## config.mk

```make
export PLATFORM = sky130hd
export DESIGN_NAME = julian_calendar_date_unit_flat
export DESIGN_NICKNAME = d
export VERILOG_FILES = /design/src/sv/jcd_pkg.sv /design/src/sv/jcd_if.sv /design/src/sv/julian_calendar_date_unit.sv /design/src/sv/jcd_sub_unit.sv /design/src/flat_wrapper.sv
export SDC_FILE = /design/constraint.sdc
export NUM_CORES = 1
export LEC_CHECK = 0
export BUFFER_PORTS_ARGS = -buffer_cell sky130_fd_sc_hd__buf_2
export CAP_MARGIN = 20
export CELL_PAD_IN_SITES_DETAIL_PLACEMENT = 1
export CELL_PAD_IN_SITES_GLOBAL_PLACEMENT = 1
export CORE_MARGIN = 8
export CORE_UTILIZATION = 25
export DETAILED_ROUTE_END_ITERATION = 16
export GPL_TIMING_DRIVEN = 0
export HOLD_SLACK_MARGIN = 0.02
export PLACE_DENSITY = 0.44
export REMOVE_ABC_BUFFERS = 1
export SETUP_SLACK_MARGIN = 0.4
export SYNTH_ARGS = -nofsm -noshare
export SYNTH_HDL_FRONTEND = slang
export SYNTH_SLANG_ARGS = --single-unit
```

## constraint.sdc

```tcl
create_clock -name clk -period 11 [get_ports clk]
set_input_delay 1.65 -clock clk [delete_from_list [all_inputs] [get_ports clk]]
set_output_delay 1.65 -clock clk [all_outputs]
set_load 0.02 [all_outputs]
```

## src/sv/jcd_pkg.sv

```systemverilog
// ----------------------------------------------------------------------------
// Julian calendar date unit package
// Shared types, constants and calendar helper functions.
// ----------------------------------------------------------------------------
package jcd_pkg;

	typedef enum logic [2:0] {
		ST_IDLE,
		ST_EXEC,
		ST_DIV,
		ST_DFIN,
		ST_DMON,
		ST_YADD,
		ST_MSTEP,
		ST_OUT
	} state_t;

	typedef enum logic [2:0] {
		CMD_SET   = 3'd0,
		CMD_LOAD  = 3'd1,
		CMD_YADD  = 3'd2,
		CMD_MADD  = 3'd3,
		CMD_QUERY = 3'd4
	} cmd_t;

	localparam logic [11:0] YearMin  = 12'd1858;
	localparam logic [11:0] YearMax  = 12'd2558;
	localparam logic [11:0] YearBase = 12'd1856;
	localparam logic [21:0] DayMin   = 22'd2399693;
	localparam logic [21:0] DayMax   = 22'd2655732;
	// Day number of March 1, 1856: the origin of the four-year cycles.
	localparam logic [21:0] DayBase  = 22'd2399022;
	localparam logic [17:0] CycleLen = 18'd1461;
	// Reciprocal of 7 scaled by 2^18, exact for values below 4096.
	localparam logic [27:0] Recip7   = 28'd37450;

	// First day of each month in a year that starts on March 1.
	localparam logic [8:0] MonStart [12] = '{
		9'd0, 9'd31, 9'd61, 9'd92, 9'd122, 9'd153,
		9'd184, 9'd214, 9'd245, 9'd275, 9'd306, 9'd337
	};

	function automatic logic [4:0] month_days(logic [3:0] m, logic [11:0] y);
		logic [4:0] r;
		case (m)
			4'd1, 4'd3, 4'd5, 4'd7, 4'd8, 4'd10, 4'd12: r = 5'd31;
			4'd4, 4'd6, 4'd9, 4'd11: r = 5'd30;
			4'd2: r = (y[1:0] == 2'd0) ? 5'd29 : 5'd28;
			default: r = 5'd0;
		endcase
		return r;
	endfunction

	// Day number of a valid date.
	function automatic logic [21:0] encode_date(logic [11:0] y, logic [3:0] m,
			logic [4:0] d);
		logic [11:0] yp;
		logic [3:0]  mp;
		logic [9:0]  yo;
		if (m <= 4'd2) begin
			yp = y - 12'd1;
			mp = m + 4'd9;
		end else begin
			yp = y;
			mp = m - 4'd3;
		end
		yo = 10'(yp - YearBase);
		return DayBase + 22'(yo) * 22'd365 + 22'(yo[9:2]) + 22'(MonStart[mp])
			+ 22'(d) - 22'd1;
	endfunction

endpackage

```

## src/sv/jcd_if.sv

```systemverilog
// ----------------------------------------------------------------------------
// Julian calendar date unit channels
// Command channel and result channel, each with valid and ready.
// ----------------------------------------------------------------------------
interface jcd_req_if;
	logic               valid;
	logic               ready;
	logic [2:0]         cmd;
	logic [11:0]        set_year;
	logic [3:0]         set_month;
	logic [4:0]         set_day;
	logic [21:0]        load_day_number;
	logic signed [14:0] amount;

	modport source (output valid, cmd, set_year, set_month, set_day, load_day_number,
		amount, input ready);
	modport sink (input valid, cmd, set_year, set_month, set_day, load_day_number,
		amount, output ready);
endinterface

interface jcd_rsp_if;
	logic        valid;
	logic        ready;
	logic [11:0] year;
	logic [3:0]  month;
	logic [4:0]  day;
	logic [2:0]  weekday;
	logic [4:0]  days_in_month;
	logic [21:0] day_number;
	logic        error;

	modport source (output valid, year, month, day, weekday, days_in_month,
		day_number, error, input ready);
	modport sink (input valid, year, month, day, weekday, days_in_month,
		day_number, error, output ready);
endinterface

```

## src/sv/julian_calendar_date_unit.sv

```systemverilog
// ----------------------------------------------------------------------------
// Julian calendar date unit
// Holds one date as a Julian day number and carries out one command per beat.
// ----------------------------------------------------------------------------
// Throughput: one command at a time; the next command beat is taken once the
// result beat has left. The date decode runs 8 steps on one compare-subtract
// unit, and a month add walks one month per cycle.
// Reset: the stored date becomes day 2399693 (January 1, 1858) and the unit idles.
module julian_calendar_date_unit (
	input  logic       clk,
	input  logic       arst_n,
	jcd_req_if.sink    req,
	jcd_rsp_if.source  rsp
);
	jcd_pkg::state_t state_q, state_d;

	// Latched command beat.
	logic [2:0]         cmd_q;
	logic [11:0]        sy_q;
	logic [3:0]         sm_q;
	logic [4:0]         sd_q;
	logic [21:0]        ld_q;
	logic signed [14:0] amt_q;

	// Stored date and status.
	logic [21:0] cur_q;
	logic        err_q;
	logic        final_q;

	// Decoder state: the remainder and quotient of the four-year cycle division.
	logic [17:0] rem_q;
	logic [7:0]  q4_q;
	logic [2:0]  bit_q;
	logic [1:0]  yi_q;
	logic [8:0]  doy_q;
	logic [11:0] x_q;
	logic [27:0] prod_q;

	// Broken-down date.
	logic [11:0] y_q;
	logic [3:0]  m_q;
	logic [4:0]  d_q;
	logic [2:0]  wk_q;
	logic [4:0]  dim_q;
	logic [14:0] cnt_q;

	// Sequencer outputs.
	logic in_rdy;
	logic out_vld;

	// Shared compare-subtract unit.
	logic [17:0] sub_b;
	logic        sub_ge;
	logic [17:0] sub_diff;

	assign sub_b = jcd_pkg::CycleLen << bit_q;

	jcd_sub_unit u_sub (
		.a    (rem_q),
		.b    (sub_b),
		.ge   (sub_ge),
		.diff (sub_diff)
	);

	// ---------------------------------------------------------------- execute
	// A set is accepted only for a valid date in the year span; a load only for
	// a day number in the span.
	logic        set_ok;
	logic        load_ok;
	logic [21:0] exec_cur;
	logic        exec_err;

	always_comb begin
		set_ok = (sy_q >= jcd_pkg::YearMin) && (sy_q <= jcd_pkg::YearMax)
			&& (sm_q >= 4'd1) && (sm_q <= 4'd12) && (sd_q != 5'd0)
			&& (sd_q <= jcd_pkg::month_days(sm_q, sy_q));
		load_ok = (ld_q >= jcd_pkg::DayMin) && (ld_q <= jcd_pkg::DayMax);
		exec_cur = cur_q;
		exec_err = 1'b0;
		case (cmd_q)
			jcd_pkg::CMD_SET: begin
				if (set_ok) exec_cur = jcd_pkg::encode_date(sy_q, sm_q, sd_q);
				else exec_err = 1'b1;
			end
			jcd_pkg::CMD_LOAD: begin
				if (load_ok) exec_cur = ld_q;
				else exec_err = 1'b1;
			end
			default: begin
			end
		endcase
	end

	// ---------------------------------------------------------------- decode
	// The remainder within the four-year cycle splits into year and day of year;
	// the day of year is then matched against the month starts.
	logic [10:0] r_cyc;
	logic [1:0]  yi_c;
	logic [8:0]  doy_c;
	logic [11:0] x_c;
	logic [3:0]  mp_c;
	logic [9:0]  q7_c;
	logic [2:0]  r7_c;
	logic [3:0]  wd_c;
	logic [3:0]  mon_c;
	logic [4:0]  day_c;
	logic [11:0] year_c;

	always_comb begin
		r_cyc = rem_q[10:0];
		if (r_cyc >= 11'd1095) begin
			yi_c  = 2'd3;
			doy_c = 9'(r_cyc - 11'd1095);
		end else if (r_cyc >= 11'd730) begin
			yi_c  = 2'd2;
			doy_c = 9'(r_cyc - 11'd730);
		end else if (r_cyc >= 11'd365) begin
			yi_c  = 2'd1;
			doy_c = 9'(r_cyc - 11'd365);
		end else begin
			yi_c  = 2'd0;
			doy_c = 9'(r_cyc);
		end
		// The cycle length leaves 5 modulo 7, so this sum has the remainder modulo 7 of the offset from the day base.
		x_c = 12'(q4_q) * 12'd5 + 12'(r_cyc);

		mp_c = 4'd0;
		for (int i = 1; i < 12; i++) begin
			if (doy_q >= jcd_pkg::MonStart[i]) mp_c = 4'(i);
		end
		day_c  = 5'(doy_q - jcd_pkg::MonStart[mp_c] + 9'd1);
		mon_c  = (mp_c < 4'd10) ? mp_c + 4'd3 : mp_c - 4'd9;
		year_c = jcd_pkg::YearBase + {2'b00, q4_q, 2'b00} + 12'(yi_q)
			+ 12'(mp_c >= 4'd10);

		// Day base is 3 modulo 7, and day number 0 modulo 7 is a Monday.
		q7_c = prod_q[27:18];
		r7_c = 3'(x_q - 12'(q7_c) * 12'd7);
		wd_c = 4'(r7_c) + 4'd3;
		if (wd_c >= 4'd7) wd_c = wd_c - 4'd7;
	end

	// ---------------------------------------------------------------- year add
	logic signed [15:0] ny_s;
	logic [4:0]         yd_c;
	logic               yadd_ok;

	always_comb begin
		ny_s    = $signed({4'b0000, y_q}) + 16'(amt_q);
		yadd_ok = (ny_s >= $signed({4'b0000, jcd_pkg::YearMin}))
			&& (ny_s <= $signed({4'b0000, jcd_pkg::YearMax}));
		yd_c = d_q;
		if ((m_q == 4'd2) && (d_q == 5'd29) && (ny_s[1:0] != 2'd0)) yd_c = 5'd28;
	end

	// ---------------------------------------------------------------- month add
	logic [11:0] my_c;
	logic [3:0]  mm_c;
	logic [4:0]  mlim_c;
	logic [4:0]  md_c;
	logic        mstep_ok;

	always_comb begin
		my_c = y_q;
		if (amt_q[14]) begin
			if (m_q == 4'd1) begin
				mm_c = 4'd12;
				my_c = y_q - 12'd1;
			end else begin
				mm_c = m_q - 4'd1;
			end
		end else begin
			if (m_q == 4'd12) begin
				mm_c = 4'd1;
				my_c = y_q + 12'd1;
			end else begin
				mm_c = m_q + 4'd1;
			end
		end
		mstep_ok = (my_c >= jcd_pkg::YearMin) && (my_c <= jcd_pkg::YearMax);
		mlim_c   = jcd_pkg::month_days(mm_c, my_c);
		md_c     = (d_q > mlim_c) ? mlim_c : d_q;
	end

	// ---------------------------------------------------------------- sequencer
	always_comb begin
		state_d = state_q;
		case (state_q)
			jcd_pkg::ST_IDLE:  if (req.valid) state_d = jcd_pkg::ST_EXEC;
			jcd_pkg::ST_EXEC:  state_d = jcd_pkg::ST_DIV;
			jcd_pkg::ST_DIV:   if (bit_q == 3'd0) state_d = jcd_pkg::ST_DFIN;
			jcd_pkg::ST_DFIN:  state_d = jcd_pkg::ST_DMON;
			jcd_pkg::ST_DMON: begin
				if (final_q) state_d = jcd_pkg::ST_OUT;
				else if (cmd_q == jcd_pkg::CMD_YADD) state_d = jcd_pkg::ST_YADD;
				else state_d = jcd_pkg::ST_MSTEP;
			end
			jcd_pkg::ST_YADD:  state_d = jcd_pkg::ST_DIV;
			jcd_pkg::ST_MSTEP: begin
				if ((cnt_q == 15'd0) || !mstep_ok) state_d = jcd_pkg::ST_DIV;
			end
			jcd_pkg::ST_OUT:   if (rsp.ready) state_d = jcd_pkg::ST_IDLE;
			default:           state_d = jcd_pkg::ST_IDLE;
		endcase
	end

	always_comb begin
		in_rdy  = 1'b0;
		out_vld = 1'b0;
		case (state_q)
			jcd_pkg::ST_IDLE: in_rdy  = 1'b1;
			jcd_pkg::ST_OUT:  out_vld = 1'b1;
			default: begin
			end
		endcase
	end

	always_ff @(posedge clk or negedge arst_n) begin
		if (!arst_n) begin
			state_q <= jcd_pkg::ST_IDLE;
			cur_q   <= jcd_pkg::DayMin;
		end else begin
			state_q <= state_d;
			case (state_q)
				jcd_pkg::ST_EXEC: cur_q <= exec_cur;
				jcd_pkg::ST_YADD: begin
					if (yadd_ok) cur_q <= jcd_pkg::encode_date(ny_s[11:0], m_q, yd_c);
				end
				jcd_pkg::ST_MSTEP: begin
					if ((cnt_q == 15'd0) || !mstep_ok)
						cur_q <= jcd_pkg::encode_date(y_q, m_q, d_q);
				end
				default: begin
				end
			endcase
		end
	end

	// Datapath registers; each state loads what it produces.
	always_ff @(posedge clk) begin
		case (state_q)
			jcd_pkg::ST_IDLE: begin
				cmd_q <= req.cmd;
				sy_q  <= req.set_year;
				sm_q  <= req.set_month;
				sd_q  <= req.set_day;
				ld_q  <= req.load_day_number;
				amt_q <= req.amount;
			end
			jcd_pkg::ST_EXEC: begin
				err_q   <= exec_err;
				final_q <= !((cmd_q == jcd_pkg::CMD_YADD) || (cmd_q == jcd_pkg::CMD_MADD));
				rem_q   <= 18'(exec_cur - jcd_pkg::DayBase);
				bit_q   <= 3'd7;
				cnt_q   <= amt_q[14] ? 15'(-amt_q) : 15'(amt_q);
			end
			jcd_pkg::ST_DIV: begin
				rem_q        <= sub_diff;
				q4_q[bit_q]  <= sub_ge;
				bit_q        <= bit_q - 3'd1;
			end
			jcd_pkg::ST_DFIN: begin
				yi_q   <= yi_c;
				doy_q  <= doy_c;
				x_q    <= x_c;
				prod_q <= 28'(x_c) * jcd_pkg::Recip7;
			end
			jcd_pkg::ST_DMON: begin
				y_q   <= year_c;
				m_q   <= mon_c;
				d_q   <= day_c;
				wk_q  <= 3'(wd_c + 4'd1);
				dim_q <= jcd_pkg::month_days(mon_c, year_c);
			end
			jcd_pkg::ST_YADD: begin
				final_q <= 1'b1;
				bit_q   <= 3'd7;
				if (yadd_ok) begin
					rem_q <= 18'(jcd_pkg::encode_date(ny_s[11:0], m_q, yd_c)
						- jcd_pkg::DayBase);
				end else begin
					err_q <= 1'b1;
					rem_q <= 18'(cur_q - jcd_pkg::DayBase);
				end
			end
			jcd_pkg::ST_MSTEP: begin
				if ((cnt_q == 15'd0) || !mstep_ok) begin
					// Stop here: keep the month reached so far.
					final_q <= 1'b1;
					bit_q   <= 3'd7;
					rem_q   <= 18'(jcd_pkg::encode_date(y_q, m_q, d_q) - jcd_pkg::DayBase);
					if (cnt_q != 15'd0) err_q <= 1'b1;
				end else begin
					y_q   <= my_c;
					m_q   <= mm_c;
					d_q   <= md_c;
					cnt_q <= cnt_q - 15'd1;
				end
			end
			default: begin
			end
		endcase
	end

	assign req.ready         = in_rdy;
	assign rsp.valid         = out_vld;
	assign rsp.year          = y_q;
	assign rsp.month         = m_q;
	assign rsp.day           = d_q;
	assign rsp.weekday       = wk_q;
	assign rsp.days_in_month = dim_q;
	assign rsp.day_number    = cur_q;
	assign rsp.error         = err_q;
endmodule

```

## src/sv/jcd_sub_unit.sv

```systemverilog
// ----------------------------------------------------------------------------
// Julian calendar date unit compare-subtract stage
// One restoring division step: subtracts the divisor when it fits.
// ----------------------------------------------------------------------------
module jcd_sub_unit (
	input  logic [17:0] a,
	input  logic [17:0] b,
	output logic        ge,
	output logic [17:0] diff
);
	logic [18:0] d;

	assign d    = {1'b0, a} - {1'b0, b};
	assign ge   = ~d[18];
	assign diff = ge ? d[17:0] : a;
endmodule
```

## src/flat_wrapper.sv

```systemverilog
// flat-port wrapper written by rule: the top's interface ports become plain ports
module julian_calendar_date_unit_flat 
  (clk, arst_n, req_valid, req_cmd, req_set_year, req_set_month, req_set_day, req_load_day_number, req_amount, req_ready, rsp_valid, rsp_year, rsp_month, rsp_day, rsp_weekday, rsp_days_in_month, rsp_day_number, rsp_error, rsp_ready);
  jcd_req_if req_i ();
  jcd_rsp_if rsp_i ();
  input  logic clk;
  input  logic arst_n;
  input wire logic [$bits(req_i.valid)-1:0] req_valid;
  input wire logic [$bits(req_i.cmd)-1:0] req_cmd;
  input wire logic [$bits(req_i.set_year)-1:0] req_set_year;
  input wire logic [$bits(req_i.set_month)-1:0] req_set_month;
  input wire logic [$bits(req_i.set_day)-1:0] req_set_day;
  input wire logic [$bits(req_i.load_day_number)-1:0] req_load_day_number;
  input wire logic [$bits(req_i.amount)-1:0] req_amount;
  output wire logic [$bits(req_i.ready)-1:0] req_ready;
  output wire logic [$bits(rsp_i.valid)-1:0] rsp_valid;
  output wire logic [$bits(rsp_i.year)-1:0] rsp_year;
  output wire logic [$bits(rsp_i.month)-1:0] rsp_month;
  output wire logic [$bits(rsp_i.day)-1:0] rsp_day;
  output wire logic [$bits(rsp_i.weekday)-1:0] rsp_weekday;
  output wire logic [$bits(rsp_i.days_in_month)-1:0] rsp_days_in_month;
  output wire logic [$bits(rsp_i.day_number)-1:0] rsp_day_number;
  output wire logic [$bits(rsp_i.error)-1:0] rsp_error;
  input wire logic [$bits(rsp_i.ready)-1:0] rsp_ready;
  assign req_i.valid = req_valid;
  assign req_i.cmd = req_cmd;
  assign req_i.set_year = req_set_year;
  assign req_i.set_month = req_set_month;
  assign req_i.set_day = req_set_day;
  assign req_i.load_day_number = req_load_day_number;
  assign req_i.amount = req_amount;
  assign req_ready = req_i.ready;
  assign rsp_valid = rsp_i.valid;
  assign rsp_year = rsp_i.year;
  assign rsp_month = rsp_i.month;
  assign rsp_day = rsp_i.day;
  assign rsp_weekday = rsp_i.weekday;
  assign rsp_days_in_month = rsp_i.days_in_month;
  assign rsp_day_number = rsp_i.day_number;
  assign rsp_error = rsp_i.error;
  assign rsp_i.ready = rsp_ready;
  julian_calendar_date_unit u_core (.clk(clk), .arst_n(arst_n), .req(req_i), .rsp(rsp_i));
endmodule
```

## Word level (Yosys, flattened, before mapping)

Memories as Yosys holds them, arrays and structs flattened.
Cells that the tools add are included.

- Logic and storage cells: 335
- Flip-flop bits (word level): 202
- Memory bits (read-only): 576
- RAM bits: 0
- Memories kept: 4
- Output and inout bits: 54
- Latch bits: 0
- Input bits: 65

Memories:

| name | depth | width | rd ports | clocked after Yosys merged registers in | wr ports | line | source |
|---|---|---|---|---|---|---|---|
| (no name shown) | 16 | 9 | 1 | 0 | 0 | jcd_pkg.sv:68 | `return DayBase + 22'(yo) * 22'd365 + 22'(yo[9:2]) + 22'(MonStart[mp])` |
| (no name shown) | 16 | 9 | 1 | 0 | 0 | jcd_pkg.sv:68 |  |
| (no name shown) | 16 | 9 | 1 | 0 | 0 | julian_calendar_date_unit.sv:131 | `day_c = 5'(doy_q - jcd_pkg::MonStart[mp_c] + 9'd1);` |
| (no name shown) | 16 | 9 | 1 | 0 | 0 | jcd_pkg.sv:68 |  |

- Shifts and indexed selects: 1
- Add/sub/neg operators: 52
- Bitwise logic cells: 5
- Muxes and demuxes: 99
- $mul: 6
- Divide/modulo/power cells: 0
- Magnitude comparators: 37
- Eq/ne operators: 60
- Reduce and logical (&&, ||, !) cells: 47

Operators by type and width:

| kind | count |
|---|---|
| $mux 10 | 9 |
| $mux 22 | 4 |
| $mux 9 | 9 |
| $pmux 18 s4 | 1 |
| $sub 18x16->18 const B | 4 |
| $mux 4 | 17 |
| $add 22x19->22 const A | 3 |
| $add 22x5->22 | 3 |
| $add 22x8->22 | 3 |
| $add 22x9->22 | 3 |
| $pmux 22 s3 | 1 |
| $sub 22x1->22 const B | 3 |
| $eq 4x4->1 const B | 16 |
| $mul 10x9->19 const B | 3 |
| $mux 18 | 3 |
| $eq 4x3->1 const B | 12 |
| $mux 12 | 4 |
| $pmux 5 s3 | 3 |
| $pmux 22 s2 | 1 |
| $ge 9x8->1 const B | 4 |
| $mux 3 | 11 |
| $mux 15 | 2 |
| $pmux 15 s2 | 1 |
| $sub 10x10->10 const B | 3 |
| 94 further kinds | 184 |

## Logic depth before layout (Yosys ltp)

- Word-level depth: 19
- Gate-level depth with buffers: 35
- Mapped depth without buffers: 35

## Modules after synthesis

A second synthesis with hierarchy kept.

- Cell total of the unflattened synthesis: 2864
- Area, all modules: 26078.8 µm²

Modules (own cells, without submodules):

| module | area each (µm²) | instances | cells each |
|---|---|---|---|
| julian_calendar_date_unit | 24687.4 | 1 | 2667 |
| jcd_sub_unit | 1391.3 | 1 | 197 |

## Least setup slack after synthesis

OpenSTA, ideal clock, no wires.

- Kind: register to register
- From: register u_core.y_q[0], in the netlist u_core.rsp.year[0]
- To: register u_core.rem_q[17] (data pin)
- Path slack: 2.390 ns
- Data arrival time: 8.335 ns
- Stages on the path, launching flop included: 36
- Period minus slack after synthesis: 8.610 ns
- Data required time: 10.725 ns
- Path through: edfxtp_1 ha_1 inv_1 fa_1 xor2_1 nand2_1 or3_1 or2_2 nor3_1 xnor2_1 inv_1 ha_1 inv_1 xnor2_1 xor2_1 ha_1 ha_1 inv_1 fa_1 inv_1 fa_1 inv_1 fa_1 inv_1 ha_1 and3_1 a22o_1 o41ai_1 xor2_1 o31ai_1 and3b_1 nor3_1 mux2_2 o21ai_0 xnor2_1 o221ai_1

- Cells in the longest elaborated chain, start to end: 15

Ends and longest elaborated chain:

| what | line | source |
|---|---|---|
| start: declaration | julian_calendar_date_unit.sv:40 | `logic [11:0] y_q;` |
| start signal: assignment | julian_calendar_date_unit.sv:269 | `y_q <= year_c;` |
| start signal: assignment | julian_calendar_date_unit.sv:294 | `y_q <= my_c;` |
| $add 13x15->16 | julian_calendar_date_unit.sv:149 | `ny_s = $signed({4'b0000, y_q}) + 16'(amt_q);` |
| $sub 10x1->10 | jcd_pkg.sv:61 | `yp = y - 12'd1;` |
| $mux 10 | jcd_pkg.sv:60 | `if (m <= 4'd2) begin` |
| $mux 10 | julian_calendar_date_unit.sv:278 | `if (yadd_ok) begin` |
| $mux 10 | julian_calendar_date_unit.sv:241 | `case (state_q)` |
| $sub 10x10->10 | jcd_pkg.sv:67 | `yo = 10'(yp - YearBase);` |
| $mul 10x9->19 | jcd_pkg.sv:68 |  |
| $add 22x19->22 | jcd_pkg.sv:68 |  |
| $add 22x8->22 | jcd_pkg.sv:68 |  |
| $add 22x9->22 | jcd_pkg.sv:68 |  |
| $add 22x5->22 | jcd_pkg.sv:69 | `+ 22'(d) - 22'd1;` |
| $sub 22x1->22 | jcd_pkg.sv:69 |  |
| $sub 18x16->18 | julian_calendar_date_unit.sv:280 | `- jcd_pkg::DayBase);` |
| $mux 18 | julian_calendar_date_unit.sv:278 |  |
| $pmux 18 s4 * | julian_calendar_date_unit.sv:241 |  |
| end signal: assignment | julian_calendar_date_unit.sv:279 | `rem_q <= 18'(jcd_pkg::encode_date(ny_s[11:0], m_q, yd_c)` |
| end signal: assignment | julian_calendar_date_unit.sv:283 | `rem_q <= 18'(cur_q - jcd_pkg::DayBase);` |
| end signal: assignment | julian_calendar_date_unit.sv:291 | `rem_q <= 18'(jcd_pkg::encode_date(y_q, m_q, d_q) - jcd_pkg::DayBase);` |
| end: declaration | julian_calendar_date_unit.sv:31 | `logic [17:0] rem_q;` |

Mark *: on every way between the ends. The rest lies on a longest branch, timed or not. The select of a mux whose other input is x is not followed.
A chain may end at the register's enable or synchronous reset.

## Final worst setup path

- From: register u_core.m_q[0], in the netlist u_core.rsp.month[0]
- To: register u_core.rem_q[17] (data pin)

- Cells in the longest elaborated chain, start to end: 14

Ends and longest elaborated chain:

| what | line | source |
|---|---|---|
| start: declaration | julian_calendar_date_unit.sv:41 | `logic [3:0] m_q;` |
| start signal: assignment | julian_calendar_date_unit.sv:270 | `m_q <= mon_c;` |
| start signal: assignment | julian_calendar_date_unit.sv:295 | `m_q <= mm_c;` |
| $le 4x2->1 (tied with other cells) | jcd_pkg.sv:60 |  |
| $mux 10 / $mux 4 (equally long branches) | jcd_pkg.sv:60 |  |
| $mux 10 (tied with other cells) | julian_calendar_date_unit.sv:287 | `if ((cnt_q == 15'd0) \|\| !mstep_ok) begin` |
| $mux 10 / $mux 4 (equally long branches) | julian_calendar_date_unit.sv:241 |  |
| $sub 10x10->10 / $not 4->5 (equally long branches) | jcd_pkg.sv:67, jcd_pkg.sv:68 |  |
| $mul 10x9->19 / $mem_v2 16x9 (equally long branches) | - |  |
| $add 22x19->22 / $mux 9 (equally long branches) | jcd_pkg.sv:68 |  |
| $add 22x8->22 / $mux 9 (equally long branches) | jcd_pkg.sv:68 |  |
| $add 22x9->22 | jcd_pkg.sv:68 |  |
| $add 22x5->22 | jcd_pkg.sv:69 |  |
| $sub 22x1->22 | jcd_pkg.sv:69 |  |
| $sub 18x16->18, on equally long branches | julian_calendar_date_unit.sv:291, julian_calendar_date_unit.sv:280 |  |
| $mux 18, on equally long branches | julian_calendar_date_unit.sv:287, julian_calendar_date_unit.sv:278 |  |
| $pmux 18 s4 * | julian_calendar_date_unit.sv:241 |  |
| end signal: assignment | julian_calendar_date_unit.sv:253 | `rem_q <= 18'(exec_cur - jcd_pkg::DayBase);` |
| end signal: assignment | julian_calendar_date_unit.sv:283 |  |
| end signal: assignment | julian_calendar_date_unit.sv:291 |  |

Marks and branches as above.

==> results.py <==
metrics = {
    "die": {
        "fp.dieW_um": 334,
        "die-area_mm2": 0.111,
        "core_mm2": 0.100,
        "io_pins": 119,
        "initial_core_util": 0.252,
        "die_h_um": 334,
        "row_count": 116,
    },
    "synth": {
        "synthTopCellsByArea": "ha_1 (19%), edfxtp_1 (18%), fa_1 (15%)",
        "ys_warn_count": 0,
        "avgSynthCellArea_um2": 9.07,
        "synth.distinct_cells": 88,
        "syn-cell-area_mm2": 0.0253,
        "async_flop_share": 0.142,
        "synth-edff-count": 151,
        "synth_top_cell_area_share": 0.190,
        "yosys_register_bits": 176,
        "ys.flop_type": "edfxtp_1",
        "synth_area_leader_cell": "ha_1",
        "synth_cells": 2784,
        "seq_area_frac_synth": 0.205,
    },
    "critical_path": {
        "end_kind": "flip-flop",
        "cpMostUsedCell": "inv_1",
        "cp_top_family": "adder cells",
        "path_buf_inv": 8,
        "worst_setup_path_start_kind": "flip-flop",
        "critPathKind": "flip-flop to flip-flop",
        "worst_ep_arrival_time_ns": 10.21,
        "cp_slowest_cell": "edfxtp_1",
        "slowest_delay_ns": 0.55,
        "worstPathMaxFanout": 10,
        "cp.required_ns": 11.18,
    },
    "sta": {
        "fin_crit_ns": 10.03,
        "max_slew_margin": 0.174,
        "maxSlewViolCount": 0,
        "setup_violations": 0,
        "fmax_mhz": 99.7,
        "min_period_over_period": 0.911,
        "rsz0062_at_grt": "no",
        "worstMarginPinSlew_ns": 1.23,
        "fin_skew_ns": 0.0217,
        "hold_viol_final": 0,
        "tns_ns": 0,
    },
    "clock_network": {
        "path_clk_slew_ns": 0.08,
        "cts.sinks": 176,
        "numCtsBuffers": 17,
        "clockRootBuffer": "clkbuf_16",
        "insertion_delay_ns": 0.51,
        "h-tree-depth": 4,
        "cts_hold_buf": 0,
        "cts_tree": "done",
        "clk_path_buf_depth": 2,
    },
    "hold_path": {
        "min-delay-path-class": "flip-flop to flip-flop",
    },
    "run_status": {
        "outcome": "completed",
    },
    "route": {
        "ant_nets": 0,
        "vias_per_cell": 4.89,
        "drt_iter0_drc": 975,
        "wire_per_inst_um": 20.5,
        "dr.pass1.iters": 5,
        "drc": 0,
        "routed_wl_um": 86000,
        "routed-via-count": 20495,
    },
    "grt": {
        "grt_start_max_net_pins": 70,
        "grt_overflow_total": 0,
        "grt_pass1_wl_um": 134000,
        "grt_use_total": 0.154,
        "antenna_found_initial": 3,
        "grt_pass1_vias": 22363,
    },
    "placed_design": {
        "io_buffers": 118,
        "dp_hpwl_um": 72600,
        "gp_congestion": 0.808,
    },
    "layout": {
        "final_layout_size_suffix_gt1_frac": 0.0875,
        "fillers": 11700,
        "diodes": 0,
        "synthToLayoutAreaGrowth_pct": 11.6,
        "fin_nets": 3519,
        "fin_util": 0.281,
    },
    "run": {
        "maxCapViolCount": 0,
    },
}
[sequential cells by signal (all words and copies together) (netlist names)]
name,flops
u_core.ld_q,22
u_core.rsp.day_number,22
u_core.rem_q,18
u_core.amt_q,15
u_core.cnt_q,15
u_core.rsp.year,12
u_core.sy_q,12
u_core.doy_q,9
u_core.q4_q,8
u_core.rsp.day,5
u_core.sd_q,5
u_core.rsp.month,4
u_core.sm_q,4
u_core.bit_q,3
u_core.cmd_q,3
u_core.prod_q,3
u_core.rsp.days_in_month,3
u_core.rsp.weekday,3
u_core.state_q,3
u_core.x_q,3
u_core.yi_q,2
u_core.final_q,1
u_core.rsp.error,1
[what timing repair did]
action / CTS / global route
endpoints found under the setup margin: 5 / 4
pin swaps: 1 / 0
buffers inserted: 1 / 5
gates resized for setup: 3 / 3
[layout make-up]
cell class                 instances  area [um^2]  share of cell area
inverter                         450         1690              0.0601
multi-input combinational       2086        18200               0.645
clock inverter                    15          165             0.00586
timing repair buffer             148          923              0.0328
sequential                       176         5170               0.184
tap                             1298         1620              0.0576
clock buffer                      17          425              0.0151
[cell usage after synthesis (all sizes together), types with 15 or more instances]
cell type and count:
nand2 189, nand2b 25, a21o 34, o31ai 17
o221ai 16, nand3 51, nor4 16, a22o 19
nor2 166, mux2i 21, nor3 56, and2 21
o22ai 16, a31oi 30, fa 192, a21oi 151
xor2 83, xnor2 117, or3 20, o21a 28
ha 383, o21ai 126, clkbuf 59, inv 449
or2 19, a22oi 15, o211ai 27, nor2b 17
a211oi 17, and3 17, edfxtp 151
[final timing paths]
check | end | cells after the start | startpoint | slack [ns]
hold / removal | u_core.rsp.day_number[19]$_DFFE_PN0P_ | 1 | u_core.rsp.day_number[19]$_DFFE_PN0P_ | 0.55
hold reg to reg | u_core.rsp.day_number[19]$_DFFE_PN0P_ | 1 | u_core.rsp.day_number[19]$_DFFE_PN0P_ | 0.55
min in group asynchronous | u_core.rsp.day_number[19]$_DFFE_PN0P_ | 1 | arst_n | 1.22
max in group asynchronous | u_core.rsp.day_number[5]$_DFFE_PN0P_ | 1 | arst_n | 9.29
setup reg to reg | u_core.rem_q[17]$_DFFE_PP_ | 34 | u_core.rsp.month[0]$_DFFE_PP_ | 0.97
setup / recovery | u_core.rem_q[17]$_DFFE_PP_ | 34 | u_core.rsp.month[0]$_DFFE_PP_ | 0.97
[cell families after synthesis]
kind of cell               count (synthesis)  synth area share
AOI/OAI and AO/OA                        636             0.170
xor gates and xnor gates                 200            0.0694
adders and majority gates                576             0.342
buffers and inverters                    522            0.0783
DFF                                      176             0.205
muxes                                     31            0.0128
and+or+nand+nor                          643             0.122
[layer usage]
metal	global-route usage	share of wire	vias up	wire (um)
met5	0	0	-	0
met4	0.0383	0.019	0	1670
met3	0.0228	0.034	61	2940
met2	0.249	0.45	289	39100
met1	0.216	0.49	10257	42300
li1	-	-	9888	-
[layout by cell type, fill, tap and decap left out, types with 10 or more instances in the layout]
cell and count:
a211oi_1 16, a31oi_1 30, a21o_1 34, o21ai_0 122
and3_1 17, nand2b_1 25, dfrtp_1 13, a22oi_1 15
or3_1 20, ha_1 383, dfstp_2 12, buf_2 118
xor2_1 80, o31ai_1 17, nand2_1 188, a21oi_1 150
o211ai_1 27, mux2i_1 21, nor2_1 164, nand3_1 51
or2_2 18, nor4_1 15, buf_4 19, inv_1 449
a22o_1 18, nor3_1 55, fa_1 192, mux2_2 10
clkbuf_16 17, and2_1 20, a211o_1 11, o22ai_1 16
nor2b_1 16, xnor2_1 117, o21a_1 28, o21bai_1 14
a21boi_0 10, edfxtp_1 151, o221ai_1 16
[metrics by stage]
| stage | cell area [um^2] | cells | worst slack, ns | hold WS [ns] |
|---|---|---|---|---|
| floorplan | 25000 | 2712 | 2.37 | 0.531 |
| global route | 28200 | 4190 | 0.430 | 0.569 |
| global placement | 27200 | 4128 | 0.122 | 0.505 |
| CTS | 28100 | 4182 | 0.618 | 0.551 |
| detailed placement | 27500 | 4149 | 0.0792 | 0.520 |
| finish | 28200 | 4190 | 0.974 | 0.546 |
Power is left out: the tool's default activity adds up to more than one toggle a clock period on the data nets, which glitch-free logic cannot reach.
